## src/dwp_pkg.sv

```systemverilog
// Shared types and constants for the draw-without-replacement pool.
package dwp_pkg;

  localparam int POOL_ENTRIES_DEF = 1024;
  localparam int IDX_SPAN         = 1024;
  localparam int IDX_W            = 10;
  localparam int CNT_W            = 11;
  localparam int WORD_W           = 32;
  localparam int BIT_W            = 5;

  typedef enum logic [1:0] {
    CMD_DRAW    = 2'd0,
    CMD_DISABLE = 2'd1,
    CMD_UNDO    = 2'd2,
    CMD_RESET   = 2'd3
  } cmd_e;

  typedef enum logic [2:0] {
    ST_OK        = 3'd0,
    ST_EXHAUSTED = 3'd1,
    ST_NOT_LOAD  = 3'd2,
    ST_RANK_BIG  = 3'd3,
    ST_IGNORED   = 3'd4
  } status_e;

  typedef enum logic [2:0] {
    S_IDLE,
    S_CHECK,
    S_SCAN,
    S_SELECT,
    S_DISABLE,
    S_POP,
    S_RESTORE,
    S_DONE
  } state_e;

  typedef struct packed {
    logic [IDX_W-1:0] picked;
    status_e          status;
    logic [CNT_W-1:0] remaining;
    logic             exhausted;
  } res_t;

endpackage

```

## src/dwp_mark_mem.sv

```systemverilog
// Available-mark memory, one word of marks per row, with per-row valid bits.
module dwp_mark_mem import dwp_pkg::*; #(
  parameter int NWORDS = 32,
  parameter int AW     = 5
) (
  input  logic              clk_i,
  input  logic              rst_ni,
  input  logic              clear_i,
  input  logic              rd_en_i,
  input  logic [AW-1:0]     rd_addr_i,
  output logic [WORD_W-1:0] rd_data_o,
  input  logic              wr_en_i,
  input  logic [AW-1:0]     wr_addr_i,
  input  logic [WORD_W-1:0] wr_data_i
);

  logic [WORD_W-1:0] mem [NWORDS];
  logic [NWORDS-1:0] vld_q;
  logic [WORD_W-1:0] rdata_q;
  logic              rvld_q;

  always_ff @(posedge clk_i or negedge rst_ni) begin
    if (!rst_ni) begin
      vld_q  <= '0;
      rvld_q <= 1'b0;
    end else begin
      if (clear_i) begin
        vld_q <= '0;
      end else if (wr_en_i) begin
        vld_q[wr_addr_i] <= 1'b1;
      end
      if (rd_en_i) begin
        rvld_q <= vld_q[rd_addr_i];
      end
    end
  end

  always_ff @(posedge clk_i) begin
    if (wr_en_i) begin
      mem[wr_addr_i] <= wr_data_i;
    end
    if (rd_en_i) begin
      rdata_q <= mem[rd_addr_i];
    end
  end

  // unwritten rows read as all marks set
  assign rd_data_o = rvld_q ? rdata_q : '1;

endmodule

```

## config.mk

```make
export PLATFORM = sky130hd
export DESIGN_NAME = dwp_mark_mem
export DESIGN_NICKNAME = d
export VERILOG_FILES = /design/src/dwp_pkg.sv /design/src/dwp_mark_mem.sv
export SDC_FILE = /design/constraint.sdc
export NUM_CORES = 1
export LEC_CHECK = 0
export CAP_MARGIN = 20
export CORE_ASPECT_RATIO = 0.5
export CORE_MARGIN = 4
export CORE_UTILIZATION = 60
export CTS_BUF_LIST = sky130_fd_sc_hd__clkbuf_4
export DETAILED_ROUTE_END_ITERATION = 7
export DONT_BUFFER_PORTS = 1
export GPL_TIMING_DRIVEN = 1
export PLACE_DENSITY = 0.76
export RECOVER_POWER = 100
export SLEW_MARGIN = 0
export SYNTH_ARGS = -nofsm -noshare
export SYNTH_HDL_FRONTEND = slang
export SYNTH_SLANG_ARGS = --single-unit
```

## constraint.sdc

```tcl
create_clock -name clk_i -period 2.3 [get_ports clk_i]
set_input_delay 0.23 -clock clk_i [delete_from_list [all_inputs] [get_ports clk_i]]
set_output_delay 0.23 -clock clk_i [all_outputs]
set_load 0.005 [all_outputs]
```

==> qor.txt <==
Pre-CTS setup slack: 0.398 ns
I/O Pins: 79
Largest net degree at the start of global routing: 273
Area leader, netlist: edfxtp_1
Dpl cell area: 43300 um2
Core area: 67700 um2
Worst Hold Path Cells: 2
GP Congestion: 0.743
TritonRoute pass-1 iters: 6
Total power: 38000 uW
Total CTS buffers: 225
Failing checks: hold timing, capacitance limit, slew limit, setup timing
Layout cells sized above 1: 0.359
Initial Util: 0.613
Setup Viol. Count Final: 3
Buffers on Ports: 0
Fin. Hold Viols: 32
Slew @ Worst Pin: 1.69 ns
Worst Slack Setup Final: -0.00217 ns
CTS tree: yes
Fmax achieved: 0.434 GHz
Crit path largest cell delay: 0.79 ns
H-tree lvl count: 4
FILL cells: 3879
Total grt overflow: 0
RSZ-0062 raised after global routing: no
Reg2reg setup slack: 0.09 ns
Cells along the critical path: dlygate4sd3_1 -> nand3b_1 -> dlygate4sd3_1 -> buf_4 -> nor2_1 -> clkbuf_2
Clk_lat worst skew: 0.98 ns
Post-synthesis cell count: 1707
Antenna viol nets, final: 0
# clock sinks: 1089
Final period util: 1.00
Startpoint type of the worst setup path: primary input
Post-synthesis cell area: 41500 um2
Setup tns final: -0.00527 ns
Sequential share of power: 0.582
Pins Over Slew Limit: 34
Worst setup path class: in2reg
Leakage: 0.0148 uW
VDD IR max: 0.446 mV
Syn_area_per_cell: 24.3 um2
Worst EP required: 2.94 ns
Worst Hold Class: in2reg
DR DRC count: 0
WP buf/inv: 4
Status: finished with violations
Logic pwr share: 0.043
Vias in the first global route: 20700
Maximum Capacitance Violations: 1
Die footprint: 73600 um2
Nets: 2028
First DRT Iteration DRCs: 3151
Switching pwr: 7920 uW
Sw Share: 0.208
Detail Placement HPWL: 45900 um
Synth cell types: 26
Area delta synth->final: 11.6%
First-pass GRT wire length: 140000 um
Worst R2R Path Depth: 6
Element type at the critical path end: flop
Max FO, Critical Path: 8
FF-to-FF Start: vld_q[13]
Top post-synthesis cells by area: edfxtp_1, mux4_2, dfrtp_1
Relative slew slack: -0.130
Worst Hold Slack: -0.297 ns
Worst Setup SP: wr_addr_i[1]
Antenna violations before repair: 2
Top delay family on crit path: buffers and inverters
HP Start: rd_addr_i[2]
CTS max path bufs: 3
Chip Width: 380 um
Core Rows: 67
Final instance area: 46300 um2
PD cells: 822 nW/um2
CP max-delay cell: nor2_1
Synth top area share: 0.765
Most frequent cells in the layout: edfxtp_1, clkbuf_4, mux4_2
Hold path endpoint: rdata_q[5]
Most common cell after layout, fill and taps aside: edfxtp_1
Clock slew at reported path FFs: 0.07 ns
Die Ht: 194 um
Via Count: 20000
Synthesized flop and latch total: 1089
Vias per cell: 6.58
Yosys Warn Count: 0
Cell Int Power: 30100 uW
Clk pwr share: 0.375
Crit Reg-Reg Endpoint: rvld_q
Most Frequent Cell on Critical Path: dlygate4sd3_1
Clock root buffer: clkbuf_4
DRT Wirelength: 96600 um
Fin crit period: 2.30 ns
Syn Nets: 1754
Wirelength per Cell: 31.7 um
Clk_skew: 0.0323 ns
Post-synthesis sequential area ratio: 0.785
Crit path arrival time: 2.95 ns
GRT Total Usage: 0.266
[routing by layer]
layer	up-vias	share of wire	global-route usage	wire length, um
met5	-	0	0	0
met4	0	0.024	0.0813	2280
met3	170	0.12	0.0766	11800
met2	1460	0.49	0.420	47600
met1	10400	0.36	0.369	35000
li1	7975	-	-	-
[power by group through the flow]
stage          Sequential, uW  Combinational (uW)  Clock (uW)
2_1_floorplan           22500                1200           0
3_3_place_gp            22600                1180           0
3_5_place_dp            22600                1210           0
4_1_cts                 22100                1670       14500
5_1_grt                 22200                1720       15700
6_report                22100                1640       14300
[sequential cells by signal, indices dropped and copies added, names as in the netlist]
register / flops
mem: 1024
rdata_q: 32
vld_q: 32
rvld_q: 1
[cell families after synthesis]
kind of cell | Yosys count | synth area share
AO/OA/AOI/OAI | 10 | 0.00166
buffers and inverters | 85 | 0.00990
flip-flops | 1089 | 0.785
multiplexers | 368 | 0.186
AND/OR/NAND/NOR | 155 | 0.0174
[what timing repair did]
item	4_1_cts	5_1_grt
endpoints found under the hold margin	1741	33
setup endpoints to repair	17	1
setup buffers	2	0
gates cloned	0	0
hold buffers	64	1
gates resized for setup	1	0
pin swaps	0	1
[worst reg2reg max path, cell delays in order, from the launching register on]
cell	delay, ns
dfrtp_1	0.40
mux2i_1	0.13
dlygate4sd3_1	0.57
nand2_1	0.05
dlygate4sd3_1	0.56
a31oi_1	0.16
a41oi_1	0.17
[cell usage after synthesis]
library cell  count
or3_1             1
a21oi_1           3
a22oi_1           3
mux2_2           32
mux4_2          320
a211oi_1          1
a22o_1            1
nand2_1           5
edfxtp_1       1056
a31oi_1           1
nand2b_1         34
buf_2            25
nand4_1           1
nand3_1           3
clkbuf_1         48
a41oi_1           1
and3_1            1
and2_1            1
dfrtp_1          33
or3b_2            3
buf_6             8
nand3b_1          5
nor2_1           99
buf_1             4
nor2b_1           2
mux2i_1          16
[cell type report]
cell class / instances / area (um2) / share of cell area
Antenna cell: 2 / 5.00 / 0.000108
Clock buffer: 342 / 2570 / 0.0555
Clock inverter: 50 / 343 / 0.00741
Multi-Input combinational cell: 533 / 8550 / 0.185
Sequential cell: 1089 / 32500 / 0.703
Tap cell: 897 / 1120 / 0.0243
Timing Repair Buffer: 132 / 1150 / 0.0248
[how the worst max path moves through the flow]
stage	cells past startpoint	end
after CTS	7	rvld_q
after detailed placement	3	rdata_q[30]
after global routing	2	rd_data_o[30]
after global placement	3	rdata_q[1]
final	6	mem[1][28]
after floorplan	3	mem[12][0]
[through the flow]
step                 util  cells  hold slack [ns]
floorplan               -   1707          -0.0656
global placement    0.639   2584          -0.0637
detailed placement  0.639   2584          -0.0639
CTS                 0.693   3042           -0.391
global route        0.684   3045           -0.383
finish              0.684   3045           -0.297
No activity file was read; power rests on OpenSTA's default activity.
