==> config.mk <==
export PLATFORM = sky130hd
export DESIGN_NAME = dwp_seq
export DESIGN_NICKNAME = d
export VERILOG_FILES = /design/src/dwp_pkg.sv /design/src/dwp_seq.sv
export SDC_FILE = /design/constraint.sdc
export NUM_CORES = 1
export LEC_CHECK = 0
export ABC_AREA = 1
export BUFFER_PORTS_ARGS = -buffer_cell sky130_fd_sc_hd__buf_2
export CAP_MARGIN = 10
export CORE_ASPECT_RATIO = 0.6
export CORE_UTILIZATION = 30
export CTS_CLUSTER_DIAMETER = 120
export DETAILED_ROUTE_END_ITERATION = 8
export GPL_TIMING_DRIVEN = 1
export PLACE_DENSITY_LB_ADDON = 0.15
export SETUP_SLACK_MARGIN = 0.3
export SLEW_MARGIN = 20
export SYNTH_ARGS = -nofsm -noshare
export SYNTH_HDL_FRONTEND = slang
export SYNTH_SLANG_ARGS = --single-unit
==> constraint.sdc <==
create_clock -name clk_i -period 9 [get_ports clk_i]
set_input_delay 0.9 -clock clk_i [delete_from_list [all_inputs] [get_ports clk_i]]
set_output_delay 0.9 -clock clk_i [all_outputs]
set_load 0.005 [all_outputs]
==> src/dwp_pkg.sv <==
// Shared types and constants for the draw-without-replacement pool.
package dwp_pkg;

  localparam int POOL_ENTRIES_DEF = 1024;
  localparam int IDX_SPAN         = 1024;
  localparam int IDX_W            = 10;
  localparam int CNT_W            = 11;
  localparam int WORD_W           = 32;
  localparam int BIT_W            = 5;

  typedef enum logic [1:0] {
    CMD_DRAW    = 2'd0,
    CMD_DISABLE = 2'd1,
    CMD_UNDO    = 2'd2,
    CMD_RESET   = 2'd3
  } cmd_e;

  typedef enum logic [2:0] {
    ST_OK        = 3'd0,
    ST_EXHAUSTED = 3'd1,
    ST_NOT_LOAD  = 3'd2,
    ST_RANK_BIG  = 3'd3,
    ST_IGNORED   = 3'd4
  } status_e;

  typedef enum logic [2:0] {
    S_IDLE,
    S_CHECK,
    S_SCAN,
    S_SELECT,
    S_DISABLE,
    S_POP,
    S_RESTORE,
    S_DONE
  } state_e;

  typedef struct packed {
    logic [IDX_W-1:0] picked;
    status_e          status;
    logic [CNT_W-1:0] remaining;
    logic             exhausted;
  } res_t;

endpackage

==> src/dwp_seq.sv <==
// Command sequencer: checks, rank scan, read-modify-write of marks and stack.
module dwp_seq import dwp_pkg::*; #(
  parameter int POOL_ENTRIES = POOL_ENTRIES_DEF,
  parameter int EFF_ENTRIES  = (POOL_ENTRIES < IDX_SPAN) ? POOL_ENTRIES : IDX_SPAN,
  parameter int NWORDS       = (EFF_ENTRIES + WORD_W - 1) / WORD_W,
  parameter int WAW          = (NWORDS > 1) ? $clog2(NWORDS) : 1,
  parameter int SAW          = $clog2(EFF_ENTRIES)
) (
  input  logic              clk_i,
  input  logic              rst_ni,
  input  logic              s_valid_i,
  output logic              s_ready_o,
  input  cmd_e              cmd_i,
  input  logic [IDX_W-1:0]  rank_i,
  input  logic [IDX_W-1:0]  idx_i,
  input  logic [CNT_W-1:0]  pool_size_i,
  output res_t              res_o,
  output logic              res_valid_o,
  input  logic              res_ready_i,
  output logic              mk_clear_o,
  output logic              mk_rd_en_o,
  output logic [WAW-1:0]    mk_rd_addr_o,
  input  logic [WORD_W-1:0] mk_rd_data_i,
  output logic              mk_wr_en_o,
  output logic [WAW-1:0]    mk_wr_addr_o,
  output logic [WORD_W-1:0] mk_wr_data_o,
  output logic              st_wr_en_o,
  output logic [SAW-1:0]    st_wr_addr_o,
  output logic [IDX_W-1:0]  st_wr_data_o,
  output logic              st_rd_en_o,
  output logic [SAW-1:0]    st_rd_addr_o,
  input  logic [IDX_W-1:0]  st_rd_data_i
);

  function automatic logic [5:0] popcnt32(input logic [WORD_W-1:0] v);
    logic [5:0] c;
    c = '0;
    for (int i = 0; i < WORD_W; i++) begin
      c = c + 6'(v[i]);
    end
    return c;
  endfunction

  state_e           state_q, state_d;
  cmd_e             cmd_q;
  logic [IDX_W-1:0] rank_q, idx_q, e_q, k_q;
  logic [CNT_W-1:0] depth_q, count_q;
  logic             nr_q;
  logic [WAW-1:0]   w_q;
  logic [WORD_W-1:0] word_q;
  logic [2:0]       lvl_q;
  logic [BIT_W-1:0] base_q;
  res_t             res_q;

  logic [CNT_W-1:0]  size;
  logic              size_zero;
  logic [CNT_W-1:0]  depth_dec, count_dec, count_inc;
  logic [WORD_W-1:0] scan_mask, masked;
  logic [5:0]        pc_word, pc_lo;
  logic [BIT_W-1:0]  half, base_next;
  logic [WORD_W-1:0] lo_mask;
  logic              draw_rej, dis_rej, dis_bit, rst_bit_sel;
  logic              k_in_word, k_in_lo, last_word;
  logic [5:0]        w_ext;

  assign size      = (32'(pool_size_i) > EFF_ENTRIES) ? CNT_W'(EFF_ENTRIES) : pool_size_i;
  assign size_zero = (size == '0);
  assign depth_dec = depth_q - CNT_W'(1);
  assign count_dec = count_q - CNT_W'(1);
  assign count_inc = (32'(count_q) < POOL_ENTRIES) ? count_q + CNT_W'(1) : count_q;

  assign w_ext = 6'(w_q);
  always_comb begin
    if (w_ext < size[CNT_W-1:BIT_W]) begin
      scan_mask = '1;
    end else if (w_ext == size[CNT_W-1:BIT_W]) begin
      scan_mask = (WORD_W'(1) << size[BIT_W-1:0]) - WORD_W'(1);
    end else begin
      scan_mask = '0;
    end
  end

  assign masked    = mk_rd_data_i & scan_mask;
  assign pc_word   = popcnt32(masked);
  assign k_in_word = (k_q < IDX_W'(pc_word));
  assign last_word = (w_q == WAW'(NWORDS - 1));

  assign half      = 5'd16 >> lvl_q;
  assign lo_mask   = (WORD_W'(1) << half) - WORD_W'(1);
  assign pc_lo     = popcnt32(word_q & lo_mask);
  assign k_in_lo   = (k_q < IDX_W'(pc_lo));
  assign base_next = k_in_lo ? base_q : base_q + half;

  assign draw_rej = size_zero || nr_q || ({1'b0, rank_q} >= count_q);
  assign dis_rej  = size_zero || ({1'b0, idx_q} >= size) || (count_q == '0) ||
                    (32'(depth_q) >= EFF_ENTRIES);
  assign dis_bit     = mk_rd_data_i[idx_q[BIT_W-1:0]];
  assign rst_bit_sel = (cmd_q == CMD_UNDO);

  always_comb begin
    state_d = state_q;
    unique case (state_q)
      S_IDLE: begin
        if (s_valid_i) state_d = S_CHECK;
      end
      S_CHECK: begin
        unique case (cmd_q)
          CMD_DRAW:    state_d = draw_rej ? S_DONE : S_SCAN;
          CMD_DISABLE: state_d = dis_rej ? S_DONE : S_DISABLE;
          CMD_UNDO:    state_d = (depth_q == '0) ? S_DONE : S_POP;
          CMD_RESET:   state_d = S_DONE;
          default:     state_d = S_DONE;
        endcase
      end
      S_SCAN: begin
        if (k_in_word) begin
          state_d = S_SELECT;
        end else if (last_word) begin
          state_d = S_DONE;
        end
      end
      S_SELECT: begin
        if (lvl_q == 3'd4) state_d = S_DONE;
      end
      S_DISABLE: state_d = S_DONE;
      S_POP:     state_d = S_RESTORE;
      S_RESTORE: state_d = S_DONE;
      S_DONE: begin
        if (res_ready_i) state_d = S_IDLE;
      end
      default: state_d = S_IDLE;
    endcase
  end

  always_comb begin
    s_ready_o    = (state_q == S_IDLE);
    res_valid_o  = (state_q == S_DONE);
    mk_clear_o   = 1'b0;
    mk_rd_en_o   = 1'b0;
    mk_rd_addr_o = '0;
    mk_wr_en_o   = 1'b0;
    mk_wr_addr_o = idx_q[BIT_W+WAW-1:BIT_W];
    mk_wr_data_o = mk_rd_data_i & ~(WORD_W'(1) << idx_q[BIT_W-1:0]);
    st_wr_en_o   = 1'b0;
    st_wr_addr_o = depth_q[SAW-1:0];
    st_wr_data_o = idx_q;
    st_rd_en_o   = 1'b0;
    st_rd_addr_o = depth_dec[SAW-1:0];
    unique case (state_q)
      S_CHECK: begin
        unique case (cmd_q)
          CMD_DRAW: begin
            mk_rd_en_o = 1'b1;
          end
          CMD_DISABLE: begin
            mk_rd_en_o   = 1'b1;
            mk_rd_addr_o = idx_q[BIT_W+WAW-1:BIT_W];
          end
          CMD_UNDO:  st_rd_en_o = 1'b1;
          CMD_RESET: mk_clear_o = 1'b1;
          default: ;
        endcase
      end
      S_SCAN: begin
        mk_rd_en_o   = 1'b1;
        mk_rd_addr_o = w_q + WAW'(1);
      end
      S_DISABLE: begin
        mk_wr_en_o = dis_bit;
        st_wr_en_o = dis_bit;
      end
      S_POP: begin
        mk_rd_en_o   = 1'b1;
        mk_rd_addr_o = st_rd_data_i[BIT_W+WAW-1:BIT_W];
      end
      S_RESTORE: begin
        mk_wr_en_o   = rst_bit_sel;
        mk_wr_addr_o = e_q[BIT_W+WAW-1:BIT_W];
        mk_wr_data_o = mk_rd_data_i | (WORD_W'(1) << e_q[BIT_W-1:0]);
      end
      default: ;
    endcase
  end

  always_ff @(posedge clk_i or negedge rst_ni) begin
    if (!rst_ni) begin
      state_q <= S_IDLE;
      depth_q <= '0;
      count_q <= '0;
      nr_q    <= 1'b1;
    end else begin
      state_q <= state_d;
      unique case (state_q)
        S_CHECK: begin
          if (cmd_q == CMD_RESET) begin
            depth_q <= '0;
            count_q <= size;
            nr_q    <= size_zero;
          end
        end
        S_DISABLE: begin
          if (dis_bit) begin
            depth_q <= depth_q + CNT_W'(1);
            count_q <= count_dec;
            if (count_dec == '0) nr_q <= 1'b1;
          end
        end
        S_RESTORE: begin
          depth_q <= depth_dec;
          count_q <= count_inc;
          nr_q    <= 1'b0;
        end
        default: ;
      endcase
    end
  end

  always_ff @(posedge clk_i) begin
    unique case (state_q)
      S_IDLE: begin
        cmd_q  <= cmd_i;
        rank_q <= rank_i;
        idx_q  <= idx_i;
      end
      S_CHECK: begin
        res_q.picked    <= '0;
        res_q.status    <= ST_OK;
        res_q.remaining <= count_q;
        res_q.exhausted <= nr_q;
        k_q             <= rank_q;
        w_q             <= '0;
        unique case (cmd_q)
          CMD_DRAW: begin
            if (size_zero)                     res_q.status <= ST_NOT_LOAD;
            else if (nr_q)                     res_q.status <= ST_EXHAUSTED;
            else if ({1'b0, rank_q} >= count_q) res_q.status <= ST_RANK_BIG;
          end
          CMD_DISABLE: begin
            if (size_zero)    res_q.status <= ST_NOT_LOAD;
            else if (dis_rej) res_q.status <= ST_IGNORED;
          end
          CMD_UNDO: begin
            if (depth_q == '0) res_q.status <= ST_IGNORED;
          end
          CMD_RESET: begin
            res_q.status    <= size_zero ? ST_NOT_LOAD : ST_OK;
            res_q.remaining <= size;
            res_q.exhausted <= size_zero;
          end
          default: ;
        endcase
      end
      S_SCAN: begin
        if (k_in_word) begin
          word_q <= masked;
          base_q <= '0;
          lvl_q  <= '0;
        end else begin
          k_q <= k_q - IDX_W'(pc_word);
          w_q <= w_q + WAW'(1);
          if (last_word) res_q.status <= ST_RANK_BIG;
        end
      end
      S_SELECT: begin
        if (k_in_lo) begin
          word_q <= word_q & lo_mask;
        end else begin
          word_q <= word_q >> half;
          k_q    <= k_q - IDX_W'(pc_lo);
        end
        base_q <= base_next;
        lvl_q  <= lvl_q + 3'd1;
        res_q.picked <= IDX_W'({w_q, base_next});
      end
      S_DISABLE: begin
        if (dis_bit) begin
          res_q.picked    <= idx_q;
          res_q.remaining <= count_dec;
          res_q.exhausted <= (count_dec == '0) ? 1'b1 : nr_q;
        end else begin
          res_q.status <= ST_IGNORED;
        end
      end
      S_POP: begin
        e_q <= st_rd_data_i;
      end
      S_RESTORE: begin
        res_q.picked    <= e_q;
        res_q.remaining <= count_inc;
        res_q.exhausted <= 1'b0;
      end
      default: ;
    endcase
  end

  assign res_o = res_q;

endmodule
==> summary.txt, run 1 <==
STA
  • Fin. max-slew vios: 0
  • Highest clock rate: 118 MHz
  • Post-layout min period: 8.45 ns
  • Worst-Margin Slew: 0.986 ns
  • RSZ-0062 raised after global routing: yes
  • Tcrit/Tclk final: 93.9%
  • Rel. slew slack: 34.2%
  • Clock skew: 0.0115 ns
  • Final hold violations: 0
  • Setup violations, final: 0
  • Total negative slack: 0 ns

Die
  • DIE HEIGHT: 172 um
  • Full die area: 49200 um^2
  • Starting Density: 30.9%
  • Rows: 61
  • Die span in x: 286 um
  • # IOs: 183
  • Core ar.: 46900 um^2

Setup path
  • Critical path's most frequent cell: fa_1
  • Crit path capture: res_o[17]
  • Max stage delay on crit path: 0.61 ns
  • RR Startpoint: lvl_q[0]
  • Worst R2R End: res_o[17]
  • CP arrival: 8.53 ns
  • CP required: 9.08 ns
  • Worst setup SP type: flip-flop
  • Crit path from: lvl_q[0]
  • R2R depth: 30
  • Worst reg-to-reg setup slack: 0.55 ns
  • Critical-path maximum fanout: 6
  • Critical Path Slowest Stage Cell: fa_1
  • Setup CP Type: flip-flop to flip-flop
  • Crit. End Element: flip-flop

Routing
  • WL final: 70100 um
  • Final ANT Viol Nets: 0
  • DRT iter0 DRCs: 2061
  • DR WL/cell: 23.8 um
  • Via-to-Cell Ratio: 5.45
  • DRC Markers: 0
  • Vias: 16073
  • TritonRoute pass-1 iters: 6

Synth
  • Post-synth net total: 2258
  • Sequential share of the synthesized area: 27.7%
  • Syn Area/Cell: 7.03 um^2
  • Primary FF master, synth: edfxtp_1
  • Area of the mapped netlist: 14500 um^2
  • Share of flip-flops with an asynchronous set or reset: 18.8%
  • FF+latch count, synth: 138
  • Yosys warns: 0
  • Post-synth EDFFs: 112
  • Post-synth cell types: 68
  • Post-Synthesis Cells: 2059

Clock tree
  • Clock Root Buffer: clkbuf_16
  • CTS tree: done
  • H-tree depth: 4
  • Worst skew pair latency: 0.45 ns
  • Clock buffer depth: 2
  • Clk slew on worst S/H paths: 0.07 ns
  • # clock sinks: 138
  • CTS Buf Count: 17

Global route
  • First-pass GRT wire length: 100000 um
  • Initial antenna violation count: 2
  • Congestion Overflow GR: 0
  • Vias in the first global route: 14569
  • Pin count of the biggest net entering global routing: 52
  • Gr usage total: 28.2%

Finish
  • Final #Nets: 2504
  • Commonest non-fill, non-tap cell in the layout: nand2_1
  • Share of cells above drive strength 1: 19.8%
  • P&R area growth vs syn: 21.3%
  • Most frequent cells in the layout: 473 x nand2_1, 283 x inv_1, 236 x o21ai_0, 182 x buf_2, 144 x nor2_1

Placed design
  • Post-DP HPWL: 57700 um
  • Gp weighted congestion: 1.02
  • I/O Buffers: 182

Outcome
  • Outcome: finished, final reports clean

Min path
  • Worst min path class: input pin to asynchronous set/reset pin

Job
  • Maxcap violations: 0
==> worst min path at each step <==
stage / start / to / depth (start not counted)
after floorplan: nr_q / nr_q / 2
after global placement: nr_q / nr_q / 2
after detailed placement: nr_q / nr_q / 2
after CTS: rst_ni / count_q[10] / 1
after global routing: nr_q / nr_q / 2
final: rst_ni / count_q[10] / 1
==> synthesized netlist by cell type (all sizes together), types with 4 or more instances <==
master / instances / area (um^2)
o32ai: 4 / 35.0
edfxtp: 112 / 3360
fa: 51 / 1020
nor2: 173 / 726
a22oi: 17 / 128
dfrtp: 25 / 626
o21a: 4 / 30.0
o31ai: 5 / 37.5
or2: 7 / 43.8
a32o: 10 / 100
nand3b: 9 / 67.6
nand3: 136 / 716
a31oi: 7 / 43.8
o22ai: 19 / 119
nor4: 8 / 50.1
a32oi: 4 / 35.0
nor3: 35 / 196
xor2: 24 / 210
xnor2: 6 / 52.6
a21oi: 75 / 387
inv: 304 / 1150
nand2: 488 / 1890
o311ai: 4 / 42.6
a21boi: 5 / 41.3
buf: 46 / 259
clkbuf: 43 / 161
nand4: 29 / 181
ha: 69 / 863
o211ai: 9 / 72.6
clkinv: 4 / 15.0
o21ai: 281 / 1410
o221ai: 21 / 184
==> stage by stage <==
| step | hold slack [ns] | setup WS (ns) | cells | utilization [%] | area (um^2) |
|---|---|---|---|---|---|
| 5_1_grt | 0.526 | 0.295 | 2949 | 37.4 | 17600 |
| 2_1_floorplan | 0.465 | 0.359 | 2059 | - | 14500 |
| 3_3_place_gp | 0.491 | 0.112 | 2911 | 35.8 | 16800 |
| 4_1_cts | 0.517 | 0.284 | 2943 | 37.1 | 17400 |
| 3_5_place_dp | 0.509 | -0.00286 | 2911 | 35.8 | 16800 |
| 6_report | 0.513 | 0.547 | 2949 | 37.4 | 17600 |
==> timing repair <==
item / 4_1_cts / 5_1_grt
hold endpoints to repair: 0 / 0
setup buffers: 0 / 5
pin swaps: 0 / 3
hold buffers: 0 / 0
resized for setup: 8 / 34
setup endpoints to repair: 14 / 106
gates cloned: 0 / 0
==> critical path: cells and delay by family, from the launching register on <==
kind / cells / cell delay, ns
and+or+nand+nor: 7 / 0.89
AOI/OAI and AO/OA: 5 / 1.04
adders and majority gates: 12 / 4.97
xor gates and xnor gates: 1 / 0.20
DFF: 1 / 0.44
buffers and inverters: 5 / 0.50
==> registers in the layout, summed over array words and instances, names as in the netlist, 3 cells and up <==
| register | cells |
|---|---|
| base_q | 5 |
| count_q | 11 |
| depth_q | 11 |
| e_q | 10 |
| k_q | 10 |
| lvl_q | 3 |
| rank_q | 10 |
| res_o | 25 |
| st_wr_data_o | 10 |
| state_q | 3 |
| w_q | 5 |
| word_q | 32 |
==> kinds of logic (layout without fill, tap and decap cells) <==
group,Yosys count,after routing,share of synthesized area (%)
mux,3,3,0.207
other cells,1,2,0.0259
flops,138,138,27.7
xor+xnor,30,30,1.81
simple gates,888,888,26.9
buf+inv,397,656,10.9
fa+ha+maj,120,120,13.0
compound gates,482,482,19.4
==> routing by layer <==
| layer | vias to the layer above | share of wire (%) | wire, um | GRT usage (%) |
|---|---|---|---|---|
| met2 | 869 | 38 | 26400 | 36.8 |
| met1 | 7713 | 50 | 34900 | 44.4 |
| li1 | 7428 | - | - | - |
| met5 | - | 0 | 0 | 0 |
| met3 | 63 | 11 | 7920 | 8.34 |
| met4 | 0 | 1.3 | 940 | 4.95 |
==> final cells by class <==
type,count,area (um^2)
fill,5056,29400
sequential,138,4020
clock inverter,15,129
multi-input combinational,1524,9070
timing repair buffer,316,1970
antenna,1,2.50
clock buffer,17,425
tap,630,788
inverter,308,1160
Power of run 1 is left out: the tool's default activity adds up to more than one toggle a clock period on the data nets, which glitch-free logic cannot reach.
==> inputs of run 2 (changes only) <==
--- a/config.mk
+++ b/config.mk
@@ -13,7 +13,7 @@
 export CTS_CLUSTER_DIAMETER = 120
 export DETAILED_ROUTE_END_ITERATION = 8
 export GPL_TIMING_DRIVEN = 1
-export PLACE_DENSITY_LB_ADDON = 0.15
+export PLACE_DENSITY = 0.59
 export SETUP_SLACK_MARGIN = 0.3
 export SLEW_MARGIN = 20
 export SYNTH_ARGS = -nofsm -noshare
==> run 2 against run 1 <==
  * Cell count rose by 0.10%
  * Register-to-register slack barely moved
  * Flip-flop and latch count did not move
  * Maximum frequency barely moved
  * Global-route usage fell by 0.84 points
  * Routed wire length fell by 2.1%
==> summary.txt, run 2 (same netlist as run 1, synthesis figures left out) <==
Die
  • Rows: 61
  • # IOs: 183
  • Full die area: 49200 um^2
  • Starting Density: 30.9%
  • Die span in x: 286 um
  • DIE HEIGHT: 172 um
  • Core ar.: 46900 um^2

Job
  • Maxcap violations: 0

Global route
  • Initial antenna violation count: 2
  • First-pass GRT wire length: 98100 um
  • Gr usage total: 27.4%
  • Congestion Overflow GR: 0
  • Pin count of the biggest net entering global routing: 52
  • Vias in the first global route: 14756

Setup path
  • CP required: 9.21 ns
  • Max stage delay on crit path: 0.55 ns
  • Critical-path maximum fanout: 7
  • Crit. End Element: flip-flop
  • Setup CP Type: flip-flop to flip-flop
  • CP arrival: 8.66 ns
  • Critical Path Slowest Stage Cell: fa_1
  • Worst setup SP type: flip-flop

Min path
  • Worst min path class: input pin to asynchronous set/reset pin

Placed design
  • Gp weighted congestion: 1.03
  • Cell Area, Placed: 16800 um^2
  • I/O Buffers: 182
  • Post-DP HPWL: 55900 um
  • Place WS: -0.0601 ns

Clock tree
  • Clock Root Buffer: clkbuf_16
  • CTS tree: done
  • Clock buffer depth: 2
  • CTS Buf Count: 17
  • Cts hold-fix bufs: 0
  • Worst skew pair latency: 0.47 ns
  • Clk slew on worst S/H paths: 0.08 ns
  • # clock sinks: 138
  • H-tree depth: 4

Finish
  • Largest register FFs: 32
  • Most frequent cells in the layout: 471 x nand2_1, 284 x inv_1, 235 x o21ai_0, 182 x buf_2, 146 x nor2_1
  • Commonest non-fill, non-tap cell in the layout: nand2_1
  • P&R area growth vs syn: 22.2%
  • Share of cells above drive strength 1: 19.7%
  • Final #Nets: 2507
  • Largest Register: word_q
  • Final instance area: 17700 um^2
  • Filler cells: 4980

STA
  • Rel. slew slack: 40.6%
  • Final hold slack: 0.490 ns
  • Fin. max-slew vios: 0
  • Tcrit/Tclk final: 93.9%
  • Worst setup margin: 0.550 ns
  • RSZ-0062 raised after global routing: no
  • Final hold violations: 0
  • Worst-Margin Slew: 0.883 ns
  • Setup violations, final: 0
  • Post-layout min period: 8.45 ns
  • Clock skew: 0.0185 ns
  • Highest clock rate: 118 MHz

Routing
  • DR WL/cell: 23.3 um
  • Final ANT Viol Nets: 0
  • WL final: 68700 um
  • TritonRoute pass-1 iters: 6
  • Via-to-Cell Ratio: 5.54
  • DRC Markers: 0
  • Vias: 16368
  • DRT iter0 DRCs: 2224

Outcome
  • Outcome: finished, final reports clean
run 2: changes by cell type in the layout (fill, tap and decap cells not counted), sizes merged:
cell,change
buf,+1
clkinvlp,+1
bufinv,+4
inv,-4
clkinv,-1
nand2,+1
clkbuf,+1
run 2: cell type report:
cell class                 count  area [um^2]  area share [%]
antenna                        1         2.50          0.0141
clock buffer                  17          425            2.40
clock inverter                15          195            1.10
inverter                     308         1170            6.59
multi-input combinational   1525         9090            51.4
sequential                   138         4020            22.7
tap                          630          788            4.45
timing repair buffer         318         2010            11.4
run 2: critical path: cells and delay by family, from the launching register on:
kind | cells | cell delay, ns
and+or+nand+nor | 10 | 1.26
DFF | 1 | 0.44
adders and majority gates | 10 | 4.24
buffers and inverters | 13 | 1.37
AOI/OAI and AO/OA | 5 | 0.89
run 2: routing by layer:
metal  global-route usage [%]  vias up  wire (um)
li1                         -     7440          -
met1                     39.9     7852      30800
met2                     37.5      986      27000
met3                     9.71       90       9260
met4                     6.88        0       1590
met5                        0        -          0
run 2: what timing repair did:
item                                   CTS  global route
endpoints found under the hold margin    0             0
setup endpoints to repair               18           106
resized for setup                        4            43
pin swaps                                0             9
cloned                                   0             2
setup buffers                            0            13
run 2: final timing paths:
check | slack, ns | start | cells past startpoint | endpoint
worst max-delay path | 0.55 | lvl_q[0] | 38 | word_q[13]
worst min-delay path | 0.49 | rst_ni | 1 | count_q[5]
worst min register to register | 0.53 | nr_q | 2 | nr_q
worst max register to register | 0.55 | lvl_q[0] | 38 | word_q[13]
max in group asynchronous | 8.01 | rst_ni | 1 | depth_q[9]
min in group clk_i | 0.53 | nr_q | 2 | nr_q
run 2: per-stage QoR:
stage	instances	TNS, ns	utilization (%)
floorplan	2059	0	-
global placement	2904	0	35.7
detailed placement	2904	-1.27	35.7
CTS	2936	0	37.1
global route	2951	0	37.7
finish	2952	0	37.7
Power of run 2 is left out for the same reason.
